[config.mk]
export PLATFORM = sky130hd
export DESIGN_NAME = sqmm_cell
export DESIGN_NICKNAME = d
export VERILOG_FILES = /design/src/rtl/sqmm_pkg.sv /design/src/rtl/sqmm_cell.sv
export SDC_FILE = /design/constraint.sdc
export NUM_CORES = 2
export LEC_CHECK = 0
export BUFFER_PORTS_ARGS = -buffer_cell sky130_fd_sc_hd__buf_2
export CAP_MARGIN = 0
export CELL_PAD_IN_SITES_DETAIL_PLACEMENT = 0
export CELL_PAD_IN_SITES_GLOBAL_PLACEMENT = 1
export CORE_ASPECT_RATIO = 1.5
export CORE_MARGIN = 3
export CORE_UTILIZATION = 47
export CTS_BUF_LIST = sky130_fd_sc_hd__clkbuf_4
export DETAILED_ROUTE_END_ITERATION = 8
export GPL_ROUTABILITY_DRIVEN = 0
export PLACE_DENSITY = 0.76
export SYNTH_ARGS = -nofsm -noshare
export SYNTH_HDL_FRONTEND = slang
export SYNTH_SLANG_ARGS = --single-unit
[constraint.sdc]
create_clock -name aclk -period 7.2 [get_ports aclk]
set_clock_uncertainty 0.2 [all_clocks]
set_input_delay 1.44 -clock aclk [delete_from_list [all_inputs] [get_ports aclk]]
set_output_delay 1.44 -clock aclk [all_outputs]
set_load 0.05 [all_outputs]
[src/rtl/sqmm_pkg.sv]
package sqmm_pkg;

    localparam int WORD_W = 32;
    localparam int COL_W  = 3;

    typedef logic [WORD_W-1:0] word_t;

    // Opcode values of the input request.
    localparam logic OP_LOAD_B = 1'b0;
    localparam logic OP_A      = 1'b1;

    // Control that travels with each request along the chain.
    typedef struct packed {
        logic valid;
        logic is_a;
        logic row_end;
    } cell_ctrl_t;

    typedef enum logic [1:0] {
        ST_RUN,
        ST_WAIT,
        ST_DRAIN
    } state_t;

endpackage

[src/rtl/sqmm_cell.sv]
module sqmm_cell
    import sqmm_pkg::*;
#(
    parameter int DIM      = 8,
    parameter int CELL_IDX = 0,
    parameter int IDX_W    = 3
) (
    input  logic             aclk,
    input  logic             aresetn,
    input  cell_ctrl_t       ctrl_in,
    input  word_t            data_in,
    input  logic [IDX_W-1:0] row_in,
    input  logic [IDX_W-1:0] col_in,
    output cell_ctrl_t       ctrl_out,
    output word_t            data_out,
    output logic [IDX_W-1:0] row_out,
    output logic [IDX_W-1:0] col_out,
    input  word_t            res_in,
    input  logic             shift,
    output word_t            res_out,
    output logic             capture
);

    // One column of B: entry r holds B[r][CELL_IDX].
    word_t b_mem [DIM];

    cell_ctrl_t       ctrl_reg;
    word_t            data_reg;
    logic [IDX_W-1:0] row_reg;
    logic [IDX_W-1:0] col_reg;

    logic  v1_reg, end1_reg;
    word_t a1_reg, b1_reg;
    logic  v2_reg, end2_reg;
    word_t prod_reg;
    word_t acc_reg, acc_next;
    word_t res_reg, res_next;
    word_t sum;

    logic [2*WORD_W-1:0] prod_full;

    logic wr_en, rd_en;

    assign wr_en = ctrl_in.valid && !ctrl_in.is_a && (col_in == IDX_W'(CELL_IDX));
    assign rd_en = ctrl_in.valid && ctrl_in.is_a;

    always_ff @(posedge aclk) begin
        if (wr_en) begin
            b_mem[row_in] <= data_in;
        end
        if (rd_en) begin
            b1_reg <= b_mem[row_in];
        end
    end

    assign prod_full = a1_reg * b1_reg;
    assign sum       = acc_reg + prod_reg;
    assign capture   = v2_reg && end2_reg;

    always_comb begin
        acc_next = acc_reg;
        res_next = res_reg;
        if (v2_reg) begin
            if (end2_reg) begin
                acc_next = '0;
                res_next = sum;
            end else begin
                acc_next = sum;
            end
        end else if (shift) begin
            res_next = res_in;
        end
    end

    always_ff @(posedge aclk) begin
        if (!aresetn) begin
            ctrl_reg <= '0;
            v1_reg   <= 1'b0;
            v2_reg   <= 1'b0;
            acc_reg  <= '0;
        end else begin
            ctrl_reg <= ctrl_in;
            v1_reg   <= rd_en;
            v2_reg   <= v1_reg;
            acc_reg  <= acc_next;
        end
    end

    always_ff @(posedge aclk) begin
        data_reg <= data_in;
        row_reg  <= row_in;
        col_reg  <= col_in;
        a1_reg   <= data_in;
        end1_reg <= ctrl_in.row_end;
        end2_reg <= end1_reg;
        prod_reg <= prod_full[WORD_W-1:0];
        res_reg  <= res_next;
    end

    assign ctrl_out = ctrl_reg;
    assign data_out = data_reg;
    assign row_out  = row_reg;
    assign col_out  = col_reg;
    assign res_out  = res_reg;

endmodule
# Word level (Yosys, flattened, before mapping)
# Memory sizes are Yosys's and may differ from the RTL's. A register that Yosys moved wholly into a read port is not among the register bits.
# Index checks and enable logic that the tools add are counted.
# totals
regBits,141
memories,1
input_bits,76
ram_bits,256
elab_cells,31
out_inout_bits,74
# memory_table
name,words,word_bits,read_ports,rd_ports_with_merged_regs,write_ports,line_no,source
b_mem,8,32,1,1,1,sqmm_cell.sv:25,word_t b_mem [DIM];
# op_classes
multipliers,1
n_addsub,1
mux,6
n_reduce_logical,8
eq_ne,1
# op_table
op,n
32-bit two-way mux,4
32-bit adder,1
32-bit by 32-bit multiplier with 32-bit output,1
1-bit logical AND,4
3-bit zero test,1
1-bit two-way mux,2
2-bit by 1-bit != test with 1-bit output (second input constant),1
2-bit AND reduction,1
2-bit nonzero test,1
1-bit zero test,1

# Longest topological paths before layout
# depth
ltp_word,5
mapped_depth,28
mapped_depth_nobuf,25

# Worst setup path before layout
# No wires, ideal clock.
# synth_timing
kind,reg2reg
start,register a1_reg[12]
end,register prod_reg[30]
arrival_ns,7.068
setup_time_ns,0.122
period_less_slack_ns,7.390
n_path_buf,2
setup_slack_ns,-0.190
stages_incl_launch_ff,26
cell_sequence,dfxtp_1 clkbuf_1 clkbuf_1 nand2_1 fa_1 inv_1 fa_1 inv_1 fa_1 fa_1 inv_1 fa_1 inv_1 fa_1 fa_1 fa_1 inv_1 ha_1 a21o_1 a21o_1 a21oi_1 o21ai_0 a31o_2 o2111ai_1 a31oi_1 a311o_1
# synth_between
elab_chain_cells,1
# synth_rtl
element,line_no,source
from (decl),sqmm_cell.sv:33,"word_t a1_reg, b1_reg;"
from (signal assigned),sqmm_cell.sv:93,a1_reg <= data_in;
32-bit by 32-bit multiplier with 32-bit output,sqmm_cell.sv:56,assign prod_full = a1_reg * b1_reg;
named net prod_full[30],sqmm_cell.sv:40,logic [2*WORD_W-1:0] prod_full;
to (signal assigned),sqmm_cell.sv:96,prod_reg <= prod_full[WORD_W-1:0];
to (decl),sqmm_cell.sv:35,word_t prod_reg;
# The timed path passes the listed nets, and every way through them passes these cells.
# A chain may end at the register's enable or synchronous reset.

# Final worst setup path
# layout_timing
start,"register b1_reg[3], read port of b_mem"
end,register prod_reg[31]
# layout_between
elab_chain_cells,1
# layout_rtl
element,line_no
from (decl),sqmm_cell.sv:33
32-bit by 32-bit multiplier with 32-bit output,sqmm_cell.sv:56
named net prod_full[31],sqmm_cell.sv:40
# The timed path passes the listed nets, and every way through them passes these cells.

==> summary.md <==
| Metric | Value |
|---|---|
| Largest register by flop count | `b_mem` |
| Syn_nets | `3391` |
| Critical path peak fanout | `10` |
| Num CTS Buffers | `just under 100` |
| Final Slew Violations | `0` |
| Setup CP Type | `flip-flop to flip-flop` |
| Sequential area share after synthesis | `a little under two fifths` |
| Bufs on Longest Clock Path | `3` |
| Max reg flops | `256` |
| Crit path DAT | `7670 ps` |
| Seq cells post-synth | `around 430` |
| Layout cells sized above 1 | `17.9%` |
| CTS Hold Buffers Added | `0` |
| Height of the die | `323 µm` |
| Status | `finished, final reports clean` |
| First-pass GRT wire length | `approximately 140000 µm` |
| Synth Area in XOR/XNOR | `under 10%` |
| Most frequent cells in the layout | `inv_1 (404), fa_1 (402), edfxtp_1 (320)` |
| Drt wl/cell | `between 20 and 25 µm` |
| Starting Density | `roughly 48%` |
| RSZ-0062 raised after global routing | `true` |
| DRT Pass-1 Iters | `5` |
| Final setup viols | `0` |
| CTS H-tree depth | `3` |
| R2R Path End | `prod_reg[31]$_DFF_P_` |
| Vias | `about 21000` |
| Design Area, Final | `between 0.03 and 0.04 mm²` |
| CP Capture Type | `flip-flop` |
| Die W | `roughly 220 µm` |
| Final setup margin | `approximately 170 ps` |
| Setup Total Neg Slack | `0 ps` |
| Min-Delay Endpoint | `end2_reg$_DFF_P_` |
| Adder-Cell Fraction of Synth Area | `roughly a third` |
| Drt total wl | `between 80000 and 90000 µm` |
| Cells after Synth | `2752` |
| Final hold viol count | `0` |
| CP required | `around 7800 ps` |
| Placed cell area | `about 0.034 mm²` |
| Main combinational cell family by area after synthesis | `adder cells` |
| Warnings from Yosys | `0` |
| Post-Syn Area | `approximately 0.031 mm²` |
| IO Pins | `150` |
| Post-synth EDFFs | `320` |
| Total track usage | `25.6%` |
| Synth Area in Compound Gates | `~7.6%` |
| PortBufs | `roughly 150` |
| CTS Root Buffer Type | `clkbuf_4` |
| Hold path start | `end1_reg$_DFF_P_` |
| Iter 0 DRT Violations | `around 1400` |
| Clk Latency, worst-skew pair | `slightly above 900 ps` |
| Hold/Removal Path Class | `flip-flop to flip-flop` |
| Worst r2r path cells | `23` |
| DRC violations left | `0` |
| Clock sink count | `429` |
| Largest net degree at the start of global routing | `43` |
| Reg clk slew, reported paths | `approximately 70 ps` |
| Vias per std cell | `around 5.4` |
| Synth cell types | `67` |
| Area Overhead vs Synth | `13.6%` |
| Tcrit/Tclk final | `between 90 and 100%` |
| CTS tree | `yes` |
| Crit path time final | `between 7000 and 8000 ps` |
| Ys async rst share | `0%` |
| Hold Path Depth | `0` |
| Remaining antenna violation count after routing | `0` |
| Vias in the first global route | `between 20000 and 25000` |
| Post-DP HPWL | `67500 µm` |
| Row count | `115` |
| DP Worst Slack | `-98.6 ps` |
| Max_slew headroom | `between 20% and 30%` |
| Synth Flop Type | `edfxtp_1` |
| Final nets | `between 3000 and 4000` |
| Full die area | `about 0.07 mm²` |
| Fmax | `0.142 GHz` |
| Worst-margin pin slew | `~1100 ps` |
| RR Startpoint | `b1_reg[3]$_DFFE_PP_` |
| Initial antenna violation count | `5` |
| Simple-Gate Fraction of Synth Area | `12.4%` |
| Core area | `approximately 0.066 mm²` |
| Startpoint types | `flip-flop` |
| Global route total overflow | `0` |
| Post-synthesis mux area share | `less than 1%` |
| Max-cap viol count | `0` |
| Worst reg2reg setup slack | `roughly 170 ps` |
| Commonest non-fill, non-tap cell in the layout | `inv_1` |
| Syn Area/Cell | `about 11 µm²` |
worst max-delay path: stages, from the launching register on:
cell and delay, ps:
edfxtp_1 440, buf_6 150, buf_4 170, and2_1 160, fa_1 500, inv_1 50
fa_1 520, fa_1 450, fa_1 550, inv_1 50, fa_1 480, fa_1 560
fa_1 430, fa_1 530, ha_4 230, nand3_1 120, nor2_2 70, buf_4 130
a41o_1 250, nor4_2 230, buf_4 170, o31ai_2 80, o41ai_2 240, xnor2_1 160
layout make-up:
class | count | area [µm²]
fillers | 5895 | 30200
multi-input cells | 1783 | 17800
flip-flops and latches | 429 | 11800
repair buffers | 313 | 2120
inverters | 407 | 1530
clock buffers | 155 | 1160
well taps | 877 | 1100
clock inverters | 25 | 183
diodes | 4 | 10.0
cell families after synthesis:
family                     after synthesis
xor gates and xnor gates               102
DFF                                    429
AOI/OAI and AO/OA                      339
and+or+nand+nor                        757
adders and majority gates              563
buffers and inverters                  540
muxes                                   22
Yosys cell counts, types with 3 or more instances:
| cell | number | area [µm²] |
|---|---|---|
| fa_1 | 409 | 8190 |
| inv_1 | 407 | 1530 |
| edfxtp_1 | 320 | 9610 |
| nand2_1 | 287 | 1080 |
| and2_1 | 283 | 1770 |
| ha_1 | 154 | 1930 |
| a22oi_1 | 144 | 1080 |
| clkbuf_1 | 132 | 495 |
| dfxtp_1 | 109 | 2180 |
| xnor2_1 | 81 | 709 |
| a21oi_1 | 50 | 250 |
| nor2_1 | 47 | 176 |
| nand4_1 | 36 | 225 |
| o21ai_0 | 36 | 180 |
| a21o_1 | 34 | 255 |
| nor2b_1 | 30 | 188 |
| mux2_2 | 22 | 248 |
| xor2_1 | 20 | 175 |
| and3_1 | 17 | 106 |
| nor3_1 | 16 | 80.1 |
| o21a_1 | 12 | 90.1 |
| nand3_1 | 10 | 50.1 |
| a31oi_1 | 7 | 43.8 |
| nand2b_1 | 7 | 43.8 |
| nor3b_1 | 7 | 52.6 |
| a21boi_0 | 6 | 45.0 |
| a211o_1 | 5 | 43.8 |
| nor4_1 | 5 | 31.3 |
| a32o_1 | 4 | 40.0 |
| o21bai_1 | 4 | 30.0 |
| a211oi_1 | 3 | 22.5 |
| a31o_2 | 3 | 26.3 |
| and4_1 | 3 | 26.3 |
worst max-delay path by stage:
stage	from	slack [ps]	end	cells after the start
finish	b1_reg[3]$_DFFE_PP_	170	prod_reg[31]$_DFF_P_	23
global placement	b1_reg[5]$_DFFE_PP_	-60	prod_reg[31]$_DFF_P_	23
floorplan	a1_reg[19]$_DFF_P_	20	prod_reg[30]$_DFF_P_	22
detailed placement	b1_reg[5]$_DFFE_PP_	-100	prod_reg[31]$_DFF_P_	23
global route	b1_reg[3]$_DFFE_PP_	-100	prod_reg[31]$_DFF_P_	23
CTS	b1_reg[2]$_DFFE_PP_	9	prod_reg[31]$_DFF_P_	23
routing by layer:
metal / wire, µm / part of all wire [%] / GRT usage [%]
met5: 27 / 0.031 / 0
met4: 4670 / 5.3 / 12.3
met3: 5630 / 6.4 / 5.02
met2: 46000 / 53 / 47.6
met1: 31100 / 36 / 27.8
stage by stage:
step | utilization [%] | hold slack (ps) | cells
4_1_cts | 53.7 | 139 | 3978
3_3_place_gp | 51.6 | 117 | 3795
3_5_place_dp | 51.6 | 115 | 3795
6_report | 54.1 | 139 | 3993
2_1_floorplan | - | 110 | 2752
5_1_grt | 54.1 | 142 | 3993
repair_timing:
action,in CTS,in global routing
cloned,0,0
buffers inserted,3,11
endpoints found under the setup margin,1,6
pin swaps,0,20
gates resized for setup,0,47
Power is not shown: default switching activity piles up to over one toggle a cycle in this logic, so the estimate is an artifact.
